`src/rtl/tcm_pkg.sv`:
```
`default_nettype none
package tcm_pkg;

    localparam int COORD_WIDTH = 16;
    localparam int REG_WIDTH = 15;
    localparam int PROD_WIDTH = 2 * REG_WIDTH;
    localparam int CMP_WIDTH = (COORD_WIDTH > REG_WIDTH) ? COORD_WIDTH : REG_WIDTH;
    localparam int CFG_IDX_WIDTH = 3;
    localparam int QUEUE_DEPTH = 2;
    localparam int DIV_STAGES = REG_WIDTH;

    localparam logic [CFG_IDX_WIDTH-1:0] REG_PANEL_WIDTH = 3'd0;
    localparam logic [CFG_IDX_WIDTH-1:0] REG_PANEL_HEIGHT = 3'd1;
    localparam logic [CFG_IDX_WIDTH-1:0] REG_TOUCH_MAX_X = 3'd2;
    localparam logic [CFG_IDX_WIDTH-1:0] REG_TOUCH_MAX_Y = 3'd3;
    localparam logic [CFG_IDX_WIDTH-1:0] REG_SWAP_AXES = 3'd4;
    localparam logic [CFG_IDX_WIDTH-1:0] REG_MIRROR_H = 3'd5;
    localparam logic [CFG_IDX_WIDTH-1:0] REG_MIRROR_V = 3'd6;

    typedef struct packed {
        logic signed [COORD_WIDTH-1:0] raw_x;
        logic signed [COORD_WIDTH-1:0] raw_y;
    } t_item;

    typedef struct packed {
        logic [REG_WIDTH-1:0] screen_x;
        logic [REG_WIDTH-1:0] screen_y;
    } t_result;

    typedef struct packed {
        logic [REG_WIDTH-1:0] panel_width;
        logic [REG_WIDTH-1:0] panel_height;
        logic [REG_WIDTH-1:0] touch_max_x;
        logic [REG_WIDTH-1:0] touch_max_y;
        logic                 swap_axes;
        logic                 mirror_horizontal;
        logic                 mirror_vertical;
    } t_cfg;

    typedef struct packed {
        logic                  zero;
        logic [PROD_WIDTH-1:0] prod_x;
        logic [PROD_WIDTH-1:0] prod_y;
        logic [REG_WIDTH-1:0]  div_x;
        logic [REG_WIDTH-1:0]  div_y;
    } t_work;

endpackage
`default_nettype wire

```
`src/rtl/tcm_front.sv`:
```
`default_nettype none
module tcm_front (
    input  wire logic           i_clk,
    input  wire logic           i_rst_n,
    input  wire tcm_pkg::t_cfg  i_cfg,
    input  wire logic           i_push,
    output logic                o_full,
    input  wire tcm_pkg::t_item i_item,
    output logic                o_work_valid,
    input  wire logic           i_work_ready,
    output tcm_pkg::t_work      o_work
);
    import tcm_pkg::*;

    typedef struct packed {
        logic                 zero;
        logic [REG_WIDTH-1:0] x;
        logic [REG_WIDTH-1:0] y;
        logic [REG_WIDTH-1:0] mx;
        logic [REG_WIDTH-1:0] my;
    } t_map;

    function automatic logic [REG_WIDTH-1:0] clamp_raw(
        input logic signed [COORD_WIDTH-1:0] raw,
        input logic [REG_WIDTH-1:0]          maxv
    );
        logic [CMP_WIDTH-1:0] v;
        logic [CMP_WIDTH-1:0] m;
        logic [REG_WIDTH-1:0] res;
        v = CMP_WIDTH'($unsigned(raw));
        m = CMP_WIDTH'(maxv);
        if (raw[COORD_WIDTH-1]) begin
            res = '0;
        end else if (v > m) begin
            res = maxv;
        end else begin
            res = v[REG_WIDTH-1:0];
        end
        return res;
    endfunction

    logic                 r_v1;
    logic                 r_v2;
    t_map                 r_s1;
    t_map                 n_s1;
    t_work                r_s2;
    t_work                n_s2;
    logic                 adv1;
    logic                 adv2;
    logic [REG_WIDTH-1:0] cx;
    logic [REG_WIDTH-1:0] cy;
    logic [REG_WIDTH-1:0] wm1;
    logic [REG_WIDTH-1:0] hm1;

    assign adv2 = !r_v2 || i_work_ready;
    assign adv1 = !r_v1 || adv2;
    assign o_full = !adv1;
    assign o_work_valid = r_v2;
    assign o_work = r_s2;

    always_comb begin
        cx = clamp_raw(i_item.raw_x, i_cfg.touch_max_x);
        cy = clamp_raw(i_item.raw_y, i_cfg.touch_max_y);
        n_s1.zero = (i_cfg.panel_width == '0) || (i_cfg.panel_height == '0) ||
                    (i_cfg.touch_max_x == '0) || (i_cfg.touch_max_y == '0);
        if (i_cfg.swap_axes) begin
            n_s1.x  = cy;
            n_s1.y  = cx;
            n_s1.mx = i_cfg.touch_max_y;
            n_s1.my = i_cfg.touch_max_x;
        end else begin
            n_s1.x  = cx;
            n_s1.y  = cy;
            n_s1.mx = i_cfg.touch_max_x;
            n_s1.my = i_cfg.touch_max_y;
        end
        if (i_cfg.mirror_horizontal) begin
            n_s1.x = n_s1.mx - n_s1.x;
        end
        if (i_cfg.mirror_vertical) begin
            n_s1.y = n_s1.my - n_s1.y;
        end
    end

    always_comb begin
        wm1 = i_cfg.panel_width - REG_WIDTH'(1);
        hm1 = i_cfg.panel_height - REG_WIDTH'(1);
        n_s2.zero   = r_s1.zero;
        n_s2.prod_x = PROD_WIDTH'(r_s1.x) * PROD_WIDTH'(wm1);
        n_s2.prod_y = PROD_WIDTH'(r_s1.y) * PROD_WIDTH'(hm1);
        n_s2.div_x  = r_s1.mx;
        n_s2.div_y  = r_s1.my;
    end

    always_ff @(posedge i_clk) begin
        if (!i_rst_n) begin
            r_v1 <= 1'b0;
            r_v2 <= 1'b0;
        end else begin
            if (adv1) begin
                r_v1 <= i_push;
            end
            if (adv2) begin
                r_v2 <= r_v1;
            end
        end
    end

    always_ff @(posedge i_clk) begin
        if (adv1) begin
            r_s1 <= n_s1;
        end
        if (adv2) begin
            r_s2 <= n_s2;
        end
    end

endmodule
`default_nettype wire

```
`src/rtl/tcm_queue.sv`:
```
`default_nettype none
module tcm_queue (
    input  wire logic           i_clk,
    input  wire logic           i_rst_n,
    input  wire logic           i_wr,
    output logic                o_full,
    input  wire tcm_pkg::t_work i_data,
    input  wire logic           i_rd,
    output logic                o_empty,
    output tcm_pkg::t_work      o_data
);
    import tcm_pkg::*;

    localparam int PTR_W = (QUEUE_DEPTH > 1) ? $clog2(QUEUE_DEPTH) : 1;
    localparam int CNT_W = $clog2(QUEUE_DEPTH + 1);

    t_work              r_mem [QUEUE_DEPTH];
    logic [PTR_W-1:0]   r_wp;
    logic [PTR_W-1:0]   r_rp;
    logic [CNT_W-1:0]   r_cnt;
    logic               do_wr;
    logic               do_rd;

    assign o_full  = (r_cnt == CNT_W'(QUEUE_DEPTH));
    assign o_empty = (r_cnt == '0);
    assign do_wr   = i_wr && !o_full;
    assign do_rd   = i_rd && !o_empty;
    assign o_data  = r_mem[r_rp];

    function automatic logic [PTR_W-1:0] ptr_inc(input logic [PTR_W-1:0] p);
        logic [PTR_W-1:0] res;
        if (p == PTR_W'(QUEUE_DEPTH - 1)) begin
            res = '0;
        end else begin
            res = p + PTR_W'(1);
        end
        return res;
    endfunction

    always_ff @(posedge i_clk) begin
        if (!i_rst_n) begin
            r_wp  <= '0;
            r_rp  <= '0;
            r_cnt <= '0;
        end else begin
            if (do_wr) begin
                r_wp <= ptr_inc(r_wp);
            end
            if (do_rd) begin
                r_rp <= ptr_inc(r_rp);
            end
            if (do_wr && !do_rd) begin
                r_cnt <= r_cnt + CNT_W'(1);
            end else if (do_rd && !do_wr) begin
                r_cnt <= r_cnt - CNT_W'(1);
            end
        end
    end

    always_ff @(posedge i_clk) begin
        if (do_wr) begin
            r_mem[r_wp] <= i_data;
        end
    end

endmodule
`default_nettype wire

```
`src/rtl/tcm_back.sv`:
```
`default_nettype none
module tcm_back (
    input  wire logic           i_clk,
    input  wire logic           i_rst_n,
    input  wire logic           i_work_empty,
    output logic                o_work_rd,
    input  wire tcm_pkg::t_work i_work,
    output logic                o_empty,
    input  wire logic           i_pop,
    output tcm_pkg::t_result    o_result
);
    import tcm_pkg::*;

    typedef struct packed {
        logic                 zero;
        logic [REG_WIDTH-1:0] rem_x;
        logic [REG_WIDTH-1:0] low_x;
        logic [REG_WIDTH-1:0] quo_x;
        logic [REG_WIDTH-1:0] div_x;
        logic [REG_WIDTH-1:0] rem_y;
        logic [REG_WIDTH-1:0] low_y;
        logic [REG_WIDTH-1:0] quo_y;
        logic [REG_WIDTH-1:0] div_y;
    } t_div;

    function automatic logic [REG_WIDTH:0] div_step(
        input logic [REG_WIDTH-1:0] rem,
        input logic                 nbit,
        input logic [REG_WIDTH-1:0] dv
    );
        logic [REG_WIDTH:0]   t;
        logic [REG_WIDTH:0]   d;
        logic [REG_WIDTH-1:0] r;
        logic                 q;
        t = {rem, nbit};
        d = {1'b0, dv};
        if (t >= d) begin
            t = t - d;
            q = 1'b1;
        end else begin
            q = 1'b0;
        end
        r = t[REG_WIDTH-1:0];
        return {r, q};
    endfunction

    function automatic t_div step_all(input t_div s, input int k);
        t_div               o;
        logic [REG_WIDTH:0] sx;
        logic [REG_WIDTH:0] sy;
        o  = s;
        sx = div_step(s.rem_x, s.low_x[REG_WIDTH-1-k], s.div_x);
        sy = div_step(s.rem_y, s.low_y[REG_WIDTH-1-k], s.div_y);
        o.rem_x = sx[REG_WIDTH:1];
        o.quo_x = {s.quo_x[REG_WIDTH-2:0], sx[0]};
        o.rem_y = sy[REG_WIDTH:1];
        o.quo_y = {s.quo_y[REG_WIDTH-2:0], sy[0]};
        return o;
    endfunction

    logic    en;
    logic    r_vld [DIV_STAGES];
    t_div    r_st  [DIV_STAGES];
    t_div    n_st0;
    t_div    last;
    logic    r_out_valid;
    t_result r_out;

    assign en        = !r_out_valid || i_pop;
    assign o_work_rd = en && !i_work_empty;
    assign o_empty   = !r_out_valid;
    assign o_result  = r_out;

    always_comb begin
        n_st0.zero  = i_work.zero;
        n_st0.rem_x = i_work.prod_x[PROD_WIDTH-1:REG_WIDTH];
        n_st0.low_x = i_work.prod_x[REG_WIDTH-1:0];
        n_st0.quo_x = '0;
        n_st0.div_x = i_work.div_x;
        n_st0.rem_y = i_work.prod_y[PROD_WIDTH-1:REG_WIDTH];
        n_st0.low_y = i_work.prod_y[REG_WIDTH-1:0];
        n_st0.quo_y = '0;
        n_st0.div_y = i_work.div_y;
        last = step_all(r_st[DIV_STAGES-1], DIV_STAGES - 1);
    end

    always_ff @(posedge i_clk) begin
        if (!i_rst_n) begin
            for (int k = 0; k < DIV_STAGES; k++) begin
                r_vld[k] <= 1'b0;
            end
            r_out_valid <= 1'b0;
        end else if (en) begin
            r_vld[0] <= !i_work_empty;
            for (int k = 1; k < DIV_STAGES; k++) begin
                r_vld[k] <= r_vld[k-1];
            end
            r_out_valid <= r_vld[DIV_STAGES-1];
        end
    end

    always_ff @(posedge i_clk) begin
        if (en) begin
            r_st[0] <= n_st0;
            for (int k = 1; k < DIV_STAGES; k++) begin
                r_st[k] <= step_all(r_st[k-1], k - 1);
            end
            if (last.zero) begin
                r_out.screen_x <= '0;
                r_out.screen_y <= '0;
            end else begin
                r_out.screen_x <= last.quo_x;
                r_out.screen_y <= last.quo_y;
            end
        end
    end

endmodule
`default_nettype wire

```
`src/rtl/touch_coordinate_mapper_core.sv`:
```
// An accepted item passes two front stages, the queue, the 15-stage restoring divider pipeline
// (one quotient bit per stage for each axis) and the output register; its result then shows
// with empty low.
// Throughput: one item per cycle; a result held at the output stalls the divider pipeline.
// Reset (synchronous, active low) empties the pipeline and the queue and clears all
// configuration registers to zero.
`default_nettype none
module touch_coordinate_mapper_core (
    input  wire logic                                i_clk,
    input  wire logic                                i_rst_n,
    input  wire logic                                push,
    output logic                                     full,
    input  wire tcm_pkg::t_item                      i_item,
    output logic                                     empty,
    input  wire logic                                pop,
    output tcm_pkg::t_result                         o_result,
    input  wire logic                                i_cfg_valid,
    output logic                                     o_cfg_ready,
    input  wire logic [tcm_pkg::CFG_IDX_WIDTH-1:0]   i_cfg_index,
    input  wire logic [tcm_pkg::REG_WIDTH-1:0]       i_cfg_data
);
    import tcm_pkg::*;

    t_cfg  r_cfg;
    logic  f_valid;
    logic  q_full;
    t_work f_work;
    logic  q_empty;
    logic  q_rd;
    t_work q_work;

    assign o_cfg_ready = 1'b1;

    always_ff @(posedge i_clk) begin
        if (!i_rst_n) begin
            r_cfg <= '0;
        end else if (i_cfg_valid) begin
            case (i_cfg_index)
                REG_PANEL_WIDTH:  r_cfg.panel_width <= i_cfg_data;
                REG_PANEL_HEIGHT: r_cfg.panel_height <= i_cfg_data;
                REG_TOUCH_MAX_X:  r_cfg.touch_max_x <= i_cfg_data;
                REG_TOUCH_MAX_Y:  r_cfg.touch_max_y <= i_cfg_data;
                REG_SWAP_AXES:    r_cfg.swap_axes <= i_cfg_data[0];
                REG_MIRROR_H:     r_cfg.mirror_horizontal <= i_cfg_data[0];
                REG_MIRROR_V:     r_cfg.mirror_vertical <= i_cfg_data[0];
                default: begin
                end
            endcase
        end
    end

    tcm_front u_front (
        .i_clk        (i_clk),
        .i_rst_n      (i_rst_n),
        .i_cfg        (r_cfg),
        .i_push       (push),
        .o_full       (full),
        .i_item       (i_item),
        .o_work_valid (f_valid),
        .i_work_ready (!q_full),
        .o_work       (f_work)
    );

    tcm_queue u_queue (
        .i_clk   (i_clk),
        .i_rst_n (i_rst_n),
        .i_wr    (f_valid),
        .o_full  (q_full),
        .i_data  (f_work),
        .i_rd    (q_rd),
        .o_empty (q_empty),
        .o_data  (q_work)
    );

    tcm_back u_back (
        .i_clk        (i_clk),
        .i_rst_n      (i_rst_n),
        .i_work_empty (q_empty),
        .o_work_rd    (q_rd),
        .i_work       (q_work),
        .o_empty      (empty),
        .i_pop        (pop),
        .o_result     (o_result)
    );

endmodule
`default_nettype wire
```
`config.mk`:
```
export PLATFORM = sky130hd
export DESIGN_NAME = touch_coordinate_mapper_core
export DESIGN_NICKNAME = d
export VERILOG_FILES = /design/src/rtl/tcm_pkg.sv /design/src/rtl/tcm_front.sv /design/src/rtl/tcm_queue.sv /design/src/rtl/tcm_back.sv /design/src/rtl/touch_coordinate_mapper_core.sv
export SDC_FILE = /design/constraint.sdc
export NUM_CORES = 2
export LEC_CHECK = 0
export ABC_AREA = 1
export BUFFER_PORTS_ARGS = -buffer_cell sky130_fd_sc_hd__buf_2
export CORE_MARGIN = 3
export CORE_UTILIZATION = 50
export CTS_CLUSTER_DIAMETER = 100
export DETAILED_ROUTE_END_ITERATION = 10
export PLACE_DENSITY = 0.71
export SLEW_MARGIN = 20
export SYNTH_ARGS = -nofsm -noshare
export SYNTH_HDL_FRONTEND = slang
export SYNTH_SLANG_ARGS = --single-unit
```
`constraint.sdc`:
```
create_clock -name i_clk -period 103.6 [get_ports i_clk]
set_clock_uncertainty 0.2 [all_clocks]
set_input_delay 10.36 -clock i_clk [delete_from_list [all_inputs] [get_ports i_clk]]
set_output_delay 10.36 -clock i_clk [all_outputs]
set_load 0.05 [all_outputs]
```
==> impl_metrics.yaml <==
run_status:
  status: "finished clean"
placement:
  hpwlAfterDp_um: 171000
  port_buffers: 86
  gp_congestion: 0.955
clock_network:
  h-tree-depth: 4
  numCtsBuffers: 188
  clkSlewWorstSetupHoldPaths_ns: 0.06
  post_cts_resized: 0
  holdBufCountCts: 0
  post-cts-setup-buffers: 0
  numClockSinks: 1815
  clk_path_buf_depth: 3
  worstSkewPairLatency_ns: 0.81
  cts_root_buf: "clkbuf_16"
  cts_tree: "yes"
grt:
  grt_max_degree: 189
  grt_use_total_pct: 21.3
  grt_pass1_vias: 67900
  overflow: 0
  antenna_found_initial: 5
  grt_pass1_wl_um: 361000
critical_path:
  crit_end: "u_back.o_result[20]$_SDFFCE_PP0N_"
  path_cells: "buf_2 -> nor2_1 -> inv_8 -> buf_12 -> buf_4 -> buf_4 -> buf_4"
  critPathCaptureType: "flop"
  worst-path-buf-inv: 6
  cp-start-kind: "input pin"
  r2r_start: "r_cfg[48]$_SDFFE_PN0P_"
  worstReg2RegEnd: "u_front.o_work[84]$_DFFE_PP_"
  crit_family: "buffers and inverters"
  crit_arrival_ns: 14.77
  crit_fanout: 157
  reg2reg_setup_slack_ns: 95.79
  crit_top_cell: "buf_4"
  slowest_stage: "buf_4"
  r2r_cells: 29
  cpPeakStageDelay_ns: 0.88
  setup.worst_path.class: "input pin to flop"
  cp_num_cells: 7
  critPathRequiredTime_ns: 103.81
  startpoint: "pop"
synth:
  yosys_warnings: 0
  synth_top_area_cell: "edfxtp_1"
  netlist_top_cells_area: "edfxtp_1 51%, ha_1 8.5%, fa_1 7.1%, inv_1 5.5%, nand2_1 5.1%"
  synth_top_area_share_pct: 50.8
  synth_area_um2: 103000
  synth.distinct_cells: 50
  syn-num-nets: 10900
  synth_fa_ha_area_share_pct: 15.6
  ys_ff_latch: 1815
  synth_xor_area_share_pct: 3.44
  synthMuxAreaShare_pct: 1.00
  ys.flop_type: "edfxtp_1"
  async_flop_share_pct: 0
  ys_seq_area_share_pct: 52.4
  synth-edff-count: 1735
  synth_top_family_by_area: "adder cells"
  synth-compound-area-share_pct: 7.53
  synthSimpleGateAreaFrac_pct: 13.6
  syn_avg_cell_area_um2: 10.5
  synth_cells: 9751
worst_hold_path:
  hp-class: "flop to flop"
timing:
  setup_tns_ns: 0
  period_share_pct: 14.1
  slew_headroom_pct: 24.8
  fmax_ghz: 0.0687
  finalSetupViolCount: 0
  hold_violations: 0
  period_minus_slack_ns: 14.56
  worst_pin_slew_ns: 1.13
  maxSlewViolCount: 0
  rsz0062_at_grt: "no"
floorplan:
  start_util_pct: 50.5
  core_um2: 203000
  die_width_um: 459
  ios: 88
  die_h_um: 459
  rows: 165
  dieArea_um2: 211000
layout:
  final_cell_mix: "1735 x edfxtp_1, 1496 x inv_1, 1401 x nand2_1"
  area_growth_pct: 9.49
  nNetsFinal: 11000
  drive_gt1_share_pct: 6.27
  mostFrequentLayoutCell: "edfxtp_1"
routing:
  drc: 0
  antenna_left: 0
  via_count: 68000
  first_pass_iters: 6
  dr.first_iter.drc_count: 5231
  wl_um: 225000
  wl_per_cell_um: 17.7
  viasPerCell: 5.35
flow_run:
  max_cap_viol_count: 0
power_and_ir_drop:
  powerDensity_nw_per_um2: 35.3
  p_leak_nw: 49.2
  vdd_drop_max_mv: 0.0258
  power.total_mw: 3.96
==> Yosys cell counts, drive strengths merged (85+ instances only) <==
master  count
a21oi     850
inv      1510
mux2       91
edfxtp   1735
xnor2     207
nand2    1420
buf        85
nand4     107
nor2     1108
o21ai     364
fa        364
xor2      196
nand3     416
ha        699
nor3      107
==> per-stage QoR <==
step                      hold slack (ns)  setup WS, ns  std cells  utilization [%]  cell area (um2)
after floorplan                     0.200         59.10       9751                -           103000
after global placement              0.200         88.28      12400             52.1           106000
after detailed placement            0.205         88.10      12400             52.1           106000
after CTS                           0.210         88.99      12700             55.3           112000
after global routing                0.215         88.68      12700             55.3           112000
final                               0.206         89.04      12700             55.3           112000
==> state kept, by name (all words and copies together) (netlist names), named ones only <==
| register | cells |
|---|---|
| u_front.o_work | 91 |
| u_queue.r_mem | 182 |
| u_front.o_work_valid | 1 |
| u_front.r_v1 | 1 |
| u_back.r_out_valid | 1 |
| u_back.r_vld | 15 |
| r_cfg | 63 |
| u_queue.r_cnt | 2 |
| u_queue.r_rp | 1 |
| u_back.r_st | 1365 |
| u_queue.r_wp | 1 |
| u_front.r_s1 | 30 |
| u_front.n_s2 | 31 |
| u_back.o_result | 30 |
==> layout make-up <==
class | instances | area, um2
clock inverters | 123 | 1640
multi-input cells | 6254 | 42300
fillers | 17200 | 90700
inverters | 1523 | 5740
diodes | 1 | 2.50
well taps | 2672 | 3340
clock buffers | 218 | 4840
flip-flops and latches | 1815 | 53700
repair buffers | 113 | 682
==> logic make-up after synthesis <==
| logic type | Yosys count |
|---|---|
| AND/OR/NAND/NOR | 3272 |
| flip-flops | 1815 |
| buffers and inverters | 1682 |
| AO/OA/AOI/OAI | 1424 |
| adder cells (fa/ha/maj) | 1063 |
| XOR/XNOR | 403 |
| multiplexers | 91 |
| other | 1 |
==> layer usage <==
metal,global-route usage [%],routed length [um],up-vias
li1,-,-,33200
met1,28.8,100000,32700
met2,35.7,107000,1642
met3,2.79,9970,437
met4,6.96,7260,4
met5,0,21,-
==> how the worst min path moves through the flow <==
stage	from	end	slack [ns]	cells past startpoint
after floorplan	u_back.r_st[9][120]$_DFFE_PN_	u_back.r_st[10][120]$_DFFE_PN_	0.20	0
after global placement	u_back.r_st[13][84]$_DFFE_PN_	u_back.r_st[14][85]$_DFFE_PN_	0.20	0
after detailed placement	u_back.r_st[9][20]$_DFFE_PN_	u_back.r_st[10][21]$_DFFE_PN_	0.20	0
after CTS	u_back.r_st[5][34]$_DFFE_PN_	u_back.r_st[6][34]$_DFFE_PN_	0.21	0
after global routing	u_back.r_st[1][42]$_DFFE_PN_	u_back.r_st[2][42]$_DFFE_PN_	0.21	0
final	u_back.r_st[1][42]$_DFFE_PN_	u_back.r_st[2][42]$_DFFE_PN_	0.21	0
==> where the power goes <==
| group | internal, mW | switching [mW] | leakage (nW) |
|---|---|---|---|
| Combinational | 0.718 | 1.21 | 27.4 |
| Clock | 0.421 | 0.282 | 3.10 |
| Sequential | 1.19 | 0.144 | 18.7 |
Note: power is estimated with default switching activity, not from simulation.
